### src/rtl/core/glcdw_pkg.sv
// Package for the graphic panel text writer: queue entry type, operation codes,
// panel geometry constants and the 5x7 font ROM.
// Depends on nothing; used by every module of the block.
package glcdw_pkg;

	// Input function codes
	localparam logic [2:0] FN_PRINT    = 3'd0;
	localparam logic [2:0] FN_SETCUR   = 3'd1;
	localparam logic [2:0] FN_HALF     = 3'd2;
	localparam logic [2:0] FN_RAWCMD   = 3'd3;
	localparam logic [2:0] FN_RAWDATA  = 3'd4;

	// Panel geometry and command encoding
	localparam logic [7:0] PAGE_CMD_BASE   = 8'hB8;
	localparam logic [7:0] COL_LIMIT       = 8'd121;
	localparam logic [6:0] LEFT_LAST_COL   = 7'd60;
	localparam logic [6:0] RIGHT_FIRST_COL = 7'd61;
	localparam logic [6:0] SKIPPED_COL     = 7'd120;
	localparam logic [7:0] DATA_INV        = 8'hFF;

	// Character set
	localparam logic [7:0] FIRST_CODE  = 8'd32;
	localparam logic [7:0] GLYPH_COUNT = 8'd94;
	localparam logic [7:0] LAST_CODE   = FIRST_CODE + GLYPH_COUNT - 8'd1;
	localparam logic [2:0] LAST_GCOL   = 3'd5;  // sixth column, always blank
	localparam logic [2:0] GLYPH_COLS  = 3'd6;

	// Command queue between front and back
	localparam int QUEUE_DEPTH = 2;
	localparam int QPTR_W      = $clog2(QUEUE_DEPTH);
	localparam int QCNT_W      = $clog2(QUEUE_DEPTH + 1);

	typedef enum logic [1:0] {
		OP_PRINT,
		OP_SETCUR,
		OP_RAWCMD,
		OP_RAWDATA
	} op_t;

	typedef struct packed {
		op_t        op;
		logic [7:0] arg;   // glyph index for print, byte for raw writes
		logic [6:0] col;   // wrapped cursor column for set cursor
		logic [1:0] page;  // wrapped cursor page for set cursor
		logic       half;  // raw target half
	} qentry_t;

	typedef enum logic [1:0] {
		BK_PAGE,
		BK_COL,
		BK_DATA
	} bk_state_t;

	// Five font columns of one glyph, first column in the top byte
	function automatic logic [39:0] glyph_row(input logic [6:0] g);
		logic [39:0] r;
		case (g)
			7'd0:  r = 40'h0000000000;
			7'd1:  r = 40'h00005F0000;
			7'd2:  r = 40'h0007000700;
			7'd3:  r = 40'h147F147F14;
			7'd4:  r = 40'h242A7F2A12;
			7'd5:  r = 40'h2313086462;
			7'd6:  r = 40'h3649552250;
			7'd7:  r = 40'h0005030000;
			7'd8:  r = 40'h001C224100;
			7'd9:  r = 40'h0041221C00;
			7'd10: r = 40'h082A1C2A08;
			7'd11: r = 40'h08083E0808;
			7'd12: r = 40'h0050300000;
			7'd13: r = 40'h0808080808;
			7'd14: r = 40'h0060600000;
			7'd15: r = 40'h2010080402;
			7'd16: r = 40'h3E5149453E;
			7'd17: r = 40'h00427F4000;
			7'd18: r = 40'h4261514946;
			7'd19: r = 40'h2141454B31;
			7'd20: r = 40'h1814127F10;
			7'd21: r = 40'h2745454539;
			7'd22: r = 40'h3C4A494930;
			7'd23: r = 40'h0171090503;
			7'd24: r = 40'h3649494936;
			7'd25: r = 40'h064949291E;
			7'd26: r = 40'h0036360000;
			7'd27: r = 40'h0056360000;
			7'd28: r = 40'h0008142241;
			7'd29: r = 40'h1414141414;
			7'd30: r = 40'h4122140800;
			7'd31: r = 40'h0201510906;
			7'd32: r = 40'h324979413E;
			7'd33: r = 40'h7E1111117E;
			7'd34: r = 40'h7F49494936;
			7'd35: r = 40'h3E41414122;
			7'd36: r = 40'h7F4141221C;
			7'd37: r = 40'h7F49494941;
			7'd38: r = 40'h7F09090101;
			7'd39: r = 40'h3E41415132;
			7'd40: r = 40'h7F0808087F;
			7'd41: r = 40'h00417F4100;
			7'd42: r = 40'h2040413F01;
			7'd43: r = 40'h7F08142241;
			7'd44: r = 40'h7F40404040;
			7'd45: r = 40'h7F0204027F;
			7'd46: r = 40'h7F0408107F;
			7'd47: r = 40'h3E4141413E;
			7'd48: r = 40'h7F09090906;
			7'd49: r = 40'h3E4151215E;
			7'd50: r = 40'h7F09192946;
			7'd51: r = 40'h4649494931;
			7'd52: r = 40'h01017F0101;
			7'd53: r = 40'h3F4040403F;
			7'd54: r = 40'h1F2040201F;
			7'd55: r = 40'h7F2018207F;
			7'd56: r = 40'h6314081463;
			7'd57: r = 40'h0304780403;
			7'd58: r = 40'h6151494543;
			7'd59: r = 40'h00007F4141;
			7'd60: r = 40'h0204081020;
			7'd61: r = 40'h41417F0000;
			7'd62: r = 40'h0402010204;
			7'd63: r = 40'h4040404040;
			7'd64: r = 40'h0001020400;
			7'd65: r = 40'h2054545478;
			7'd66: r = 40'h7F48444438;
			7'd67: r = 40'h3844444420;
			7'd68: r = 40'h384444487F;
			7'd69: r = 40'h3854545418;
			7'd70: r = 40'h087E090102;
			7'd71: r = 40'h081454543C;
			7'd72: r = 40'h7F08040478;
			7'd73: r = 40'h00447D4000;
			7'd74: r = 40'h2040443D00;
			7'd75: r = 40'h007F102844;
			7'd76: r = 40'h00417F4000;
			7'd77: r = 40'h7C04180478;
			7'd78: r = 40'h7C08040478;
			7'd79: r = 40'h3844444438;
			7'd80: r = 40'h7C14141408;
			7'd81: r = 40'h081414187C;
			7'd82: r = 40'h7C08040408;
			7'd83: r = 40'h4854545420;
			7'd84: r = 40'h043F444020;
			7'd85: r = 40'h3C4040207C;
			7'd86: r = 40'h1C2040201C;
			7'd87: r = 40'h3C4030403C;
			7'd88: r = 40'h4428102844;
			7'd89: r = 40'h0C5050503C;
			7'd90: r = 40'h4464544C44;
			7'd91: r = 40'h0008364100;
			7'd92: r = 40'h00007F0000;
			7'd93: r = 40'h0041360800;
			default: r = 40'h0000000000;
		endcase
		return r;
	endfunction

	// One column byte of a glyph; the sixth column is the blank spacer
	function automatic logic [7:0] glyph_col(input logic [6:0] g, input logic [2:0] c);
		logic [39:0] r;
		logic [7:0]  b;
		r = glyph_row(g);
		case (c)
			3'd0:    b = r[39:32];
			3'd1:    b = r[31:24];
			3'd2:    b = r[23:16];
			3'd3:    b = r[15:8];
			3'd4:    b = r[7:0];
			default: b = 8'h00;
		endcase
		return b;
	endfunction

endpackage

### src/rtl/core/glcdw_queue.sv
// Short command queue between the front end and the write sequencer.
// Depends on glcdw_pkg for the entry type and depth.
module glcdw_queue (
	input  logic               clk,
	input  logic               arst_n,
	input  logic               push,
	input  glcdw_pkg::qentry_t push_entry,
	output logic               q_ready,
	output logic               head_valid,
	output glcdw_pkg::qentry_t head,
	input  logic               pop
);
	import glcdw_pkg::*;

	qentry_t           mem_q [QUEUE_DEPTH];
	logic [QPTR_W-1:0] wr_ptr_q;
	logic [QPTR_W-1:0] rd_ptr_q;
	logic [QCNT_W-1:0] count_q;

	assign q_ready    = count_q != QCNT_W'(QUEUE_DEPTH);
	assign head_valid = count_q != '0;
	assign head       = mem_q[rd_ptr_q];

	// Store pushed entries
	always_ff @(posedge clk) begin
		if (push) begin
			mem_q[wr_ptr_q] <= push_entry;
		end
	end

	// Advance pointers and occupancy
	always_ff @(posedge clk or negedge arst_n) begin
		if (!arst_n) begin
			wr_ptr_q <= '0;
			rd_ptr_q <= '0;
			count_q  <= '0;
		end else begin
			if (push) begin
				wr_ptr_q <= (wr_ptr_q == QPTR_W'(QUEUE_DEPTH - 1)) ? '0 : wr_ptr_q + 1'b1;
			end
			if (pop) begin
				rd_ptr_q <= (rd_ptr_q == QPTR_W'(QUEUE_DEPTH - 1)) ? '0 : rd_ptr_q + 1'b1;
			end
			if (push && !pop) begin
				count_q <= count_q + 1'b1;
			end else if (pop && !push) begin
				count_q <= count_q - 1'b1;
			end
		end
	end

endmodule

### config.mk
export PLATFORM = sky130hd
export DESIGN_NAME = glcdw_queue
export DESIGN_NICKNAME = d
export VERILOG_FILES = /design/src/rtl/core/glcdw_pkg.sv /design/src/rtl/core/glcdw_queue.sv
export SDC_FILE = /design/constraint.sdc
export NUM_CORES = 1
export LEC_CHECK = 0
export BUFFER_PORTS_ARGS = -buffer_cell sky130_fd_sc_hd__buf_2
export CORE_MARGIN = 5
export CORE_UTILIZATION = 55
export CTS_BUF_LIST = sky130_fd_sc_hd__clkbuf_4
export CTS_CLUSTER_DIAMETER = 80
export DETAILED_ROUTE_END_ITERATION = 16
export PLACE_DENSITY = 0.81
export SYNTH_ARGS = -nofsm -noshare
export SYNTH_HDL_FRONTEND = slang
export SYNTH_SLANG_ARGS = --single-unit
### constraint.sdc
create_clock -name clk -period 5.4 [get_ports clk]
set_input_delay 0.54 -clock clk [delete_from_list [all_inputs] [get_ports clk]]
set_output_delay 0.54 -clock clk [all_outputs]
set_load 0.01 [all_outputs]
* Word level (Yosys, flattened, before mapping)
Memories as Yosys holds them, arrays and structs flattened.
Index checks and enable logic that the tools add are counted.
** Word-level totals
- Bits of input ports :: 24
- Bits in registers :: 4
- Output and inout bits :: 22
- Memories :: 1
- Bits in writable memories :: 40
- Logic and storage cells :: 21
** Cells by class
- Reductions and logical operators :: 6
- Equal/unequal tests :: 1
- Add/sub/neg operators :: 4
- Multiplexer cells :: 6
** Memories
- mem_q :: words 2, bits a word 20, rd ports 1, clocked after memory_dff 0, write ports 1, line glcdw_queue.sv:15 : qentry_t mem_q [QUEUE_DEPTH];
** Operator list (count)
- $mux W1 :: 4
- $mux W2 :: 2
- $reduce_bool A2 Y1 :: 2
- $add A1 B1 Y1 const B :: 2
- $add A2 B1 Y2 const B :: 1
- $logic_and A1 B1 Y1 :: 2
- $logic_not A1 Y1 :: 2
- $ne A2 B2 Y1 const B :: 1
- $sub A2 B1 Y2 const B :: 1

* Longest topological paths before layout
- Depth in word-level cells :: 4
- Depth in mapped cells :: 5
- Mapped depth without buffers :: 5

* Worst setup path after synthesis
No wires, ideal clock.
- Path kind :: input to register
- Start point :: input push
- End point :: memory mem_q[0][0] (netlist bit), enable pin
- Buffers on the path :: 0
- Library setup time :: 0.399 ns
- Required time :: 5.001 ns
- Slack :: 3.526 ns
- Stages :: 1
- Arrival time :: 1.475 ns
- Path through :: nor2b_1
** On the way
- Cells in the longest elaborated chain, start to end :: 2
** Ends and longest elaborated chain
- start: declaration :: line glcdw_queue.sv:6 : input logic push,
- $mux W1 :: line glcdw_queue.sv:26 : if (push) begin
- $mux W1 (not written as such) :: line glcdw_queue.sv:27 : mem_q[wr_ptr_q] <= push_entry;
- end: declaration :: line glcdw_queue.sv:15
Every way passes these cells.

==> reports/qor.txt <==
gpl congestion = 0.6544
number of flops mapped to enable cells by yosys = 40
synthesized area per cell = 21.91 µm²
fin. max-slew vios = 0
Final Setup Violations = 0
CP required = 4.86 ns
register area = 1301 µm²
Relative slew margins = 0.2035
Area contributors post-synth = edfxtp_1 (70%), mux2_4 (17%), dfrtp_1 (5.9%), xor2_1 (2.0%), buf_6 (1.3%)
share of post-route cells with drive strength above 1 = 0.5769
Cell Count, Final, Fillers Out = 174
post-DP HPWL = 1.883 mm
Pre-antenna DRT Iters = 4
# diodes = 0
drt initial violations = 28
area delta synth->final = 20.50%
initial antenna violation count = 0
CP Max Fanout = 21
element type at the critical path start = flip-flop
vias in the first global route = 885
largest area contributor in the netlist = edfxtp_1
Yosys top cell area share = 0.7028
clk slew on worst S/H paths = 0.12 ns
Fin Setup TNS = 0 ns
gr ovfl total = 0
ys async rst share = 0.09091
CTS Buf Count = 5
Starting Density = 0.5645
Worst-Margin Slew = 1.195 ns
# placed instances = 165
worst skew pair latency = 0.34 ns
Hold WC Path Type = in2reg
fill count = 208
die area = 4322 µm²
Yosys warning count = 0
post-synth cell types = 14
area of the core = 3028 µm²
PortBufs = 45
CTS tree = done
# Max-Cap Violations = 0
unrepaired setup endpoints after global routing = false
setup slack after layout = 2.798 ns
Total GRT Usage = 0.1419
leakage = 0.8489 nW
#FFs+latches synth = 44
critical path class = reg2out
Post-DRT Antenna Nets = 0
CTS Sinks = 44
Routed wire per std cell = 15.29 µm
Layout Utilization = 0.6802
area of the multi-input gates = 384.1 µm²
DRC Markers = 0
Die Y = 65.75 µm
post-CTS resize count = 0
Die Width = 65.75 µm
FP Rows = 20
Clock Skews = 0.008754 ns
Most used DFF post-synth = edfxtp_1
Worst setup EP type = primary output
period utilization = 0.4818
Cell Area, Synth = 1709 µm²
global-route wire length before repair = 4.229 mm
status = finished, final reports clean
Ports = 46
largest net degree at the start of global routing = 22
worst slack at placement = 3.168 ns
post-CTS setup buffer count = 0
Final #Nets = 154
DR vias/cell = 4.724
Routed WL = 2.661 mm
via count = 822
Synth Instances = 78
H-tree depth = 2
final hold vios = 0
FMAX = 384.3 MHz
WP data arrival = 2.06 ns
most frequent cells after synthesis = edfxtp_1 (40), mux2_4 (19), dfrtp_1 (4), xor2_1 (4), buf_6 (2)
CTS max path bufs = 2
pwr dens = 497.0 nW/µm²
CTS root buf = clkbuf_4
sequential share of the synthesized area = 0.7613
syn_nets = 103
post-layout min period = 2.602 ns
count leader, synth = edfxtp_1
Max VDD drop = 0.2940 mV
==> what timing repair did <==
action                                  in CTS  in global routing
endpoints found under the hold margin        4                  0
endpoints found under the setup margin       0                  0
hold buffers                                 1                  0
==> metal layers <==
layer  share of wire  GRT usage  vias up
met5               0          0        -
met4           0.020    0.07772        0
met3           0.056    0.05128        4
met2            0.54     0.2365       24
met1            0.38     0.1561      396
li1                -          -      398
==> kinds of logic (layout without fill, tap and decap cells) <==
group         count (synthesis)  in the layout  synth area share
flops                        44             44            0.7613
mux                          20             20            0.1735
xor+xnor                      5              5           0.02562
simple gates                  5              5           0.01684
buf+inv                       3             55           0.01537
fa+ha+maj                     1              1          0.007319
==> critical path, stage by stage (launching register included) <==
cell and delay, ns:
dfrtp_1 1.16, mux2_2 0.42, buf_2 0.14
==> final timing paths <==
path,depth (start not counted),slack [ns],startpoint,end
worst max-delay path,2,2.80,rd_ptr_q,head[9]
worst min-delay path,1,0.38,push_entry[2],mem_q[0][2]
worst max register to register,1,3.82,wr_ptr_q,mem_q[0][12]
worst min register to register,1,0.53,wr_ptr_q,wr_ptr_q
max in group asynchronous,2,4.76,arst_n,count_q[1]
min in group asynchronous,2,0.52,arst_n,count_q[0]
==> metrics by stage <==
| step | cell area [µm²] | hold slack [ns] | power (mW) |
|---|---|---|---|
| after global routing | 2059 | 0.3477 | 1.074 |
| after detailed placement | 1969 | 0.3524 | 0.8418 |
| after CTS | 2059 | 0.3587 | 1.036 |
| after global placement | 1969 | 0.3470 | 0.8280 |
| after floorplan | 1709 | 0.2444 | 0.7369 |
| final | 2059 | 0.3765 | 1.024 |
==> cell usage in the layout (no fill, tap or decap) <==
cell type,n
nor2_1,1
clkinv_2,1
ha_1,1
mux2_4,19
xor2_1,4
inv_1,1
clkinvlp_4,1
buf_2,45
dfrtp_1,4
edfxtp_1,40
bufinv_16,1
mux2_2,1
dlygate4sd3_1,1
and2_1,1
xnor2_1,1
clkbuf_4,5
or2_2,1
nor2b_2,1
nand2b_1,1
==> flip-flops by register name, indices dropped and copies added (netlist names) <==
signal / cells
count_q: 2
mem_q: 40
rd_ptr_q: 1
wr_ptr_q: 1
==> where the power goes <==
| group | internal, mW | switching (mW) |
|---|---|---|
| Clock | 0.0965 | 0.100 |
| Combinational | 0.181 | 0.121 |
| Sequential | 0.456 | 0.0689 |
| Total | 0.734 | 0.290 |
==> final cells by class <==
| type | count | share of cell area |
|---|---|---|
| clock buffer | 5 | 0.01823 |
| clock inverter | 3 | 0.02066 |
| inverter | 1 | 0.001823 |
| multi-input combinational | 31 | 0.1865 |
| sequential | 44 | 0.6318 |
| tap | 44 | 0.02673 |
| timing repair buffer | 46 | 0.1142 |
Power figures use the tool's default switching activity.
