===== config.mk =====
export PLATFORM = sky130hd
export DESIGN_NAME = glcdw_front
export DESIGN_NICKNAME = d
export VERILOG_FILES = /design/src/rtl/core/glcdw_pkg.sv /design/src/rtl/core/glcdw_front.sv
export SDC_FILE = /design/constraint.sdc
export NUM_CORES = 1
export LEC_CHECK = 0
export BUFFER_PORTS_ARGS = -buffer_cell sky130_fd_sc_hd__buf_4
export CAP_MARGIN = 20
export CORE_AREA = 2 2 39 41
export DETAILED_ROUTE_END_ITERATION = 8
export DIE_AREA = 0 0 41 43
export GPL_TIMING_DRIVEN = 0
export HOLD_SLACK_MARGIN = 0.12
export PLACE_DENSITY = 0.78
export SLEW_MARGIN = 20
export SYNTH_ARGS = -nofsm -noshare
export SYNTH_HDL_FRONTEND = slang
export SYNTH_SLANG_ARGS = --single-unit

===== constraint.sdc =====
create_clock -name clk -period 3.05 [get_ports clk]
set_input_delay 0.305 -clock clk [delete_from_list [all_inputs] [get_ports clk]]
set_output_delay 0.305 -clock clk [all_outputs]
set_load 0.02 [all_outputs]

===== src/rtl/core/glcdw_pkg.sv =====
// Package for the graphic panel text writer: queue entry type, operation codes,
// panel geometry constants and the 5x7 font ROM.
// Depends on nothing; used by every module of the block.
package glcdw_pkg;

	// Input function codes
	localparam logic [2:0] FN_PRINT    = 3'd0;
	localparam logic [2:0] FN_SETCUR   = 3'd1;
	localparam logic [2:0] FN_HALF     = 3'd2;
	localparam logic [2:0] FN_RAWCMD   = 3'd3;
	localparam logic [2:0] FN_RAWDATA  = 3'd4;

	// Panel geometry and command encoding
	localparam logic [7:0] PAGE_CMD_BASE   = 8'hB8;
	localparam logic [7:0] COL_LIMIT       = 8'd121;
	localparam logic [6:0] LEFT_LAST_COL   = 7'd60;
	localparam logic [6:0] RIGHT_FIRST_COL = 7'd61;
	localparam logic [6:0] SKIPPED_COL     = 7'd120;
	localparam logic [7:0] DATA_INV        = 8'hFF;

	// Character set
	localparam logic [7:0] FIRST_CODE  = 8'd32;
	localparam logic [7:0] GLYPH_COUNT = 8'd94;
	localparam logic [7:0] LAST_CODE   = FIRST_CODE + GLYPH_COUNT - 8'd1;
	localparam logic [2:0] LAST_GCOL   = 3'd5;  // sixth column, always blank
	localparam logic [2:0] GLYPH_COLS  = 3'd6;

	// Command queue between front and back
	localparam int QUEUE_DEPTH = 2;
	localparam int QPTR_W      = $clog2(QUEUE_DEPTH);
	localparam int QCNT_W      = $clog2(QUEUE_DEPTH + 1);

	typedef enum logic [1:0] {
		OP_PRINT,
		OP_SETCUR,
		OP_RAWCMD,
		OP_RAWDATA
	} op_t;

	typedef struct packed {
		op_t        op;
		logic [7:0] arg;   // glyph index for print, byte for raw writes
		logic [6:0] col;   // wrapped cursor column for set cursor
		logic [1:0] page;  // wrapped cursor page for set cursor
		logic       half;  // raw target half
	} qentry_t;

	typedef enum logic [1:0] {
		BK_PAGE,
		BK_COL,
		BK_DATA
	} bk_state_t;

	// Five font columns of one glyph, first column in the top byte
	function automatic logic [39:0] glyph_row(input logic [6:0] g);
		logic [39:0] r;
		case (g)
			7'd0:  r = 40'h0000000000;
			7'd1:  r = 40'h00005F0000;
			7'd2:  r = 40'h0007000700;
			7'd3:  r = 40'h147F147F14;
			7'd4:  r = 40'h242A7F2A12;
			7'd5:  r = 40'h2313086462;
			7'd6:  r = 40'h3649552250;
			7'd7:  r = 40'h0005030000;
			7'd8:  r = 40'h001C224100;
			7'd9:  r = 40'h0041221C00;
			7'd10: r = 40'h082A1C2A08;
			7'd11: r = 40'h08083E0808;
			7'd12: r = 40'h0050300000;
			7'd13: r = 40'h0808080808;
			7'd14: r = 40'h0060600000;
			7'd15: r = 40'h2010080402;
			7'd16: r = 40'h3E5149453E;
			7'd17: r = 40'h00427F4000;
			7'd18: r = 40'h4261514946;
			7'd19: r = 40'h2141454B31;
			7'd20: r = 40'h1814127F10;
			7'd21: r = 40'h2745454539;
			7'd22: r = 40'h3C4A494930;
			7'd23: r = 40'h0171090503;
			7'd24: r = 40'h3649494936;
			7'd25: r = 40'h064949291E;
			7'd26: r = 40'h0036360000;
			7'd27: r = 40'h0056360000;
			7'd28: r = 40'h0008142241;
			7'd29: r = 40'h1414141414;
			7'd30: r = 40'h4122140800;
			7'd31: r = 40'h0201510906;
			7'd32: r = 40'h324979413E;
			7'd33: r = 40'h7E1111117E;
			7'd34: r = 40'h7F49494936;
			7'd35: r = 40'h3E41414122;
			7'd36: r = 40'h7F4141221C;
			7'd37: r = 40'h7F49494941;
			7'd38: r = 40'h7F09090101;
			7'd39: r = 40'h3E41415132;
			7'd40: r = 40'h7F0808087F;
			7'd41: r = 40'h00417F4100;
			7'd42: r = 40'h2040413F01;
			7'd43: r = 40'h7F08142241;
			7'd44: r = 40'h7F40404040;
			7'd45: r = 40'h7F0204027F;
			7'd46: r = 40'h7F0408107F;
			7'd47: r = 40'h3E4141413E;
			7'd48: r = 40'h7F09090906;
			7'd49: r = 40'h3E4151215E;
			7'd50: r = 40'h7F09192946;
			7'd51: r = 40'h4649494931;
			7'd52: r = 40'h01017F0101;
			7'd53: r = 40'h3F4040403F;
			7'd54: r = 40'h1F2040201F;
			7'd55: r = 40'h7F2018207F;
			7'd56: r = 40'h6314081463;
			7'd57: r = 40'h0304780403;
			7'd58: r = 40'h6151494543;
			7'd59: r = 40'h00007F4141;
			7'd60: r = 40'h0204081020;
			7'd61: r = 40'h41417F0000;
			7'd62: r = 40'h0402010204;
			7'd63: r = 40'h4040404040;
			7'd64: r = 40'h0001020400;
			7'd65: r = 40'h2054545478;
			7'd66: r = 40'h7F48444438;
			7'd67: r = 40'h3844444420;
			7'd68: r = 40'h384444487F;
			7'd69: r = 40'h3854545418;
			7'd70: r = 40'h087E090102;
			7'd71: r = 40'h081454543C;
			7'd72: r = 40'h7F08040478;
			7'd73: r = 40'h00447D4000;
			7'd74: r = 40'h2040443D00;
			7'd75: r = 40'h007F102844;
			7'd76: r = 40'h00417F4000;
			7'd77: r = 40'h7C04180478;
			7'd78: r = 40'h7C08040478;
			7'd79: r = 40'h3844444438;
			7'd80: r = 40'h7C14141408;
			7'd81: r = 40'h081414187C;
			7'd82: r = 40'h7C08040408;
			7'd83: r = 40'h4854545420;
			7'd84: r = 40'h043F444020;
			7'd85: r = 40'h3C4040207C;
			7'd86: r = 40'h1C2040201C;
			7'd87: r = 40'h3C4030403C;
			7'd88: r = 40'h4428102844;
			7'd89: r = 40'h0C5050503C;
			7'd90: r = 40'h4464544C44;
			7'd91: r = 40'h0008364100;
			7'd92: r = 40'h00007F0000;
			7'd93: r = 40'h0041360800;
			default: r = 40'h0000000000;
		endcase
		return r;
	endfunction

	// One column byte of a glyph; the sixth column is the blank spacer
	function automatic logic [7:0] glyph_col(input logic [6:0] g, input logic [2:0] c);
		logic [39:0] r;
		logic [7:0]  b;
		r = glyph_row(g);
		case (c)
			3'd0:    b = r[39:32];
			3'd1:    b = r[31:24];
			3'd2:    b = r[23:16];
			3'd3:    b = r[15:8];
			3'd4:    b = r[7:0];
			default: b = 8'h00;
		endcase
		return b;
	endfunction

endpackage


===== src/rtl/core/glcdw_front.sv =====
// Front end of the panel text writer: accepts input transactions, classifies
// them, holds the raw target half and pushes work into the command queue.
// Depends on glcdw_pkg.
module glcdw_front (
	input  logic               clk,
	input  logic               arst_n,
	input  logic               in_valid,
	output logic               in_ready,
	input  logic [2:0]         func,
	input  logic [7:0]         value,
	input  logic [7:0]         col,
	input  logic [1:0]         page,
	output logic               push,
	output glcdw_pkg::qentry_t push_entry,
	input  logic               q_ready
);
	import glcdw_pkg::*;

	logic raw_half_q;
	logic accept;
	logic keep;

	assign in_ready = q_ready;
	assign accept   = in_valid && in_ready;
	assign push     = accept && keep;

	// Classify the transaction and build its queue entry
	always_comb begin
		keep            = 1'b0;
		push_entry.op   = OP_PRINT;
		push_entry.arg  = value;
		push_entry.col  = '0;
		push_entry.page = '0;
		push_entry.half = raw_half_q;
		case (func)
			FN_PRINT: begin
				keep           = value inside {[FIRST_CODE:LAST_CODE]};
				push_entry.arg = value - FIRST_CODE;
			end
			FN_SETCUR: begin
				keep          = 1'b1;
				push_entry.op = OP_SETCUR;
				if (col >= COL_LIMIT) begin
					push_entry.col  = '0;
					push_entry.page = page + 2'd1;
				end else begin
					push_entry.col  = col[6:0];
					push_entry.page = page;
				end
			end
			FN_RAWCMD: begin
				keep          = 1'b1;
				push_entry.op = OP_RAWCMD;
			end
			FN_RAWDATA: begin
				keep          = 1'b1;
				push_entry.op = OP_RAWDATA;
			end
			default: begin
				keep = 1'b0;
			end
		endcase
	end

	// Hold the raw target half chosen by select-half transactions
	always_ff @(posedge clk or negedge arst_n) begin
		if (!arst_n) begin
			raw_half_q <= 1'b0;
		end else if (accept && func == FN_HALF) begin
			raw_half_q <= value[0];
		end
	end

endmodule


# Yosys cells after proc, flatten, opt, wreduce, memory -nomap -nowiden
# Cells that the tools add are included.
# word_totals
regBits,1
output_inout_bits,22
in_bits,25
wordCells,21
# op_classes
mux,5
eq_ne,4
n_lt_le_gt_ge,3
add_sub_neg,2
reduce_logical,6
# op_table
operator,n
$mux 9,2
$ge 8x6->1 const B,1
$ge 8x7->1 const B,1
$le 8x7->1 const B,1
$mux 8,1
$sub 8x6->8 const B,1
$eq 3x2->1 const B,2
$pmux 2 s3,1
$logic_and 1x1->1,4
$eq 3x1->1 const B,1
$eq 3x3->1 const B,1
$logic_not 3->1,1
$reduce_or 3->1,1
$add 2x1->2 const B,1
$pmux 1 s2,1

# Depth between registers and ports, before layout
# depth
depth_word,4
depth_mapped,4
ltp_nobuf,4

# Worst setup path before layout
# Ideal clock, no wire load.
# synth_timing
path_kind,in2out
start,input port func[0]
end,output port push_entry[1] (netlist name)
path_buffers,1
t_required_ps,2745
path_stages,3
t_arrival_ps,1336
setup_slack_ps,1409
cell_sequence,buf_6 or3b_4 nor3_1
# synth_rtl
item,line,text
from (decl),glcdw_front.sv:9,"input logic [2:0] func,"
to (decl),glcdw_front.sv:14,"output glcdw_pkg::qentry_t push_entry,"

==> impl_metrics.env <==
export IMPL_area_growth_pct=95.15
export IMPL_grt_usage=0.1191
export IMPL_finalNetCount=127
export IMPL_rsz0062_at_grt="false"
export IMPL_setup_viol=0
export IMPL_place_gp_congestion=0.6743
export IMPL_hold_viol_final=0
export IMPL_crit_type="in2out"
export IMPL_p_per_area_mw_per_mm2=172.1
export IMPL_crit_path_start_kind="primary input"
export IMPL_fin_area_sq_um=754.5
export IMPL_clk_latency_ns=0
export IMPL_hold_depth=1
export IMPL_grt_pass1_vias=414
export IMPL_num_io_pins=47
export IMPL_worst_ep_required_time_ns=2.74
export IMPL_rows=14
export IMPL_largest_register_ffs=1
export IMPL_end_kind="primary output"
export IMPL_core_sq_mm=0.001384
export IMPL_p_leak_nw=0.3849
export IMPL_ir_worst_vdd_uv=69.34
export IMPL_cp_arrival_ns=1.45
export IMPL_place_area_sq_um=744.5
export IMPL_drc=0
export IMPL_grt_overflow_total=0
export IMPL_netlist_top_cells_area="buf_4 (14%), and2_1 (11%), xnor2_1 (6.8%), dfrtp_1 (6.5%), a211oi_4 (5.2%)"
export IMPL_synth_area_per_cell_sq_um=7.295
export IMPL_min_path_type="reg2reg"
export IMPL_seqCellArea_sq_um=25.02
export IMPL_drt_wirelength_per_cell_um=9.843
export IMPL_grt_pass1_wl_um=1573
export IMPL_grt_start_max_net_pins=8
export IMPL_maxSlewViolCount=0
export IMPL_cap_viol_max_count=0
export IMPL_antenna_cells=0
export IMPL_ys_ff_latch=1
export IMPL_fin_util=0.5452
export IMPL_multi_input_area_sq_um=286.5
export IMPL_slew_headroom=0.7053
export IMPL_antenna_found_initial=0
export IMPL_r2r_start="raw_half_q$_DFFE_PN0P_"
export IMPL_worstPathMaxFanout=4
export IMPL_tns_ns=0
export IMPL_fp_dieW_um=41
export IMPL_initial_core_util=0.2794
export IMPL_post_place_ws_ns=1.284
export IMPL_holdCritStartpoint="raw_half_q$_DFFE_PN0P_"
export IMPL_seq_area_frac_synth=0.06472
export IMPL_dr_pass1_iters=3
export IMPL_ant_nets=0
export IMPL_mostFrequentLayoutCells="buf_4 (52), and2_1 (7), nor2_1 (4)"
export IMPL_synth_area_sq_um=386.6
export IMPL_finalClockSkew_ns=0
export IMPL_synth_top_area_frac=0.1359
export IMPL_synth_distinct_cells=27
export IMPL_fill_cells=143
export IMPL_outcome="finished, final reports clean"
export IMPL_dieArea_sq_mm=0.001763
export IMPL_cts_resized_gates=0
export IMPL_vias=533
export IMPL_layout_min_cycle_time_ns=1.757
export IMPL_yosys_area_top_type="buf_4"
export IMPL_setup_worst_path_start="col[2]"
export IMPL_rr_worst_depth=1
export IMPL_dp_final_hpwl_um=1041
export IMPL_fp_dieH_um=43
export IMPL_port_buffers=45
export IMPL_drtIter0Drc=2
export IMPL_fin_total_pwr_w=0.0001298
export IMPL_top_register="raw_half_q"
export IMPL_yosys_warnings=0
export IMPL_path_clk_slew_ns=0
export IMPL_period_share=0.5760
export IMPL_syn_num_nets=79
export IMPL_finalWorstSetupSlack_ns=1.293
export IMPL_post_cts_repair_setup_buffers=0
export IMPL_drive_gt1_frac=0.5758
export IMPL_synthCells=53
export IMPL_routed_wirelength_um=1132
export IMPL_vias_per_cell=4.635
export IMPL_largestRegisters="raw_half_q x1"
export IMPL_worst_slew_pin_slew_ns=0.4387
export IMPL_fmax_mhz=569.2
export IMPL_final_common_cell="buf_4"
==> power by group <==
part	total [W]	internal [W]	switching, W
Sequential	0.0000182	0.0000166	0.00000156
Combinational	0.000112	0.0000612	0.0000505
Clock	0	0	0
Total	0.000130	0.0000778	0.0000520
==> synth_stat cells <==
cell type  count
a211oi_1       1
mux2_2         1
o22ai_1        1
buf_4          7
o21ai_0        1
mux2i_1        1
a21oi_1        3
a41oi_1        1
and4_1         1
nand3_1        1
a211oi_4       1
or3b_4         1
nor3_1         2
nand4_1        2
inv_1          3
nand2b_1       1
nor2_1         4
o221ai_1       1
o41ai_1        1
buf_6          1
and2_1         7
nand2_1        3
nor3_2         1
xnor2_1        3
or3_1          2
ha_1           1
dfrtp_1        1
==> repair_timing <==
item,4_1_cts,5_1_grt
setup endpoints to repair,0,0
hold buffers,1,0
hold endpoints to repair,1,0
==> cell type report <==
cell class,instances,share of cell area
multi-input combinational,41,0.3798
buffer,8,0.08458
sequential,1,0.03317
timing repair buffer,46,0.4610
inverter,3,0.01493
tap,16,0.02653
==> worst max-delay path, cell delays in order <==
cell	delay, ns
buf_4	0.12
or3_1	0.44
a211oi_4	0.29
and2_1	0.16
buf_4	0.14
==> cells by family (layout without fill, tap and decap cells) <==
group                      count (synthesis)  in the layout  synth area share
AOI/OAI and AO/OA                         10             10            0.2071
muxes                                      2              2           0.05502
and+or+nand+nor                           25             25            0.3786
buffers and inverters                     11             57            0.1942
xor gates and xnor gates                   3              3           0.06797
adders and majority gates                  1              1           0.03236
DFF                                        1              1           0.06471
==> through the flow <==
step,instances,hold WS [ns]
global placement,114,0.08018
CTS,115,0.5082
detailed placement,114,0.08321
global route,115,0.5119
floorplan,53,0.009409
finish,115,0.5034
==> worst paths after layout <==
| kind | to | slack, ns |
|---|---|---|
| max | push_entry[9] | 1.29 |
| min | raw_half_q$_DFFE_PN0P_ | 0.50 |
| max reg2reg | raw_half_q$_DFFE_PN0P_ | 2.31 |
| min reg2reg | raw_half_q$_DFFE_PN0P_ | 0.50 |
| max in group asynchronous | raw_half_q$_DFFE_PN0P_ | 2.33 |
| min in group asynchronous | raw_half_q$_DFFE_PN0P_ | 0.63 |
==> per-layer routing <==
layer	part of all wire	up-vias	track usage	wire length, um
li1	-	275	-	-
met1	0.31	223	0.1146	352
met2	0.50	35	0.2406	569
met3	0.18	0	0.03141	209
met4	0	0	0	0
met5	0	-	0	0
(Power assumes the default switching activity.)
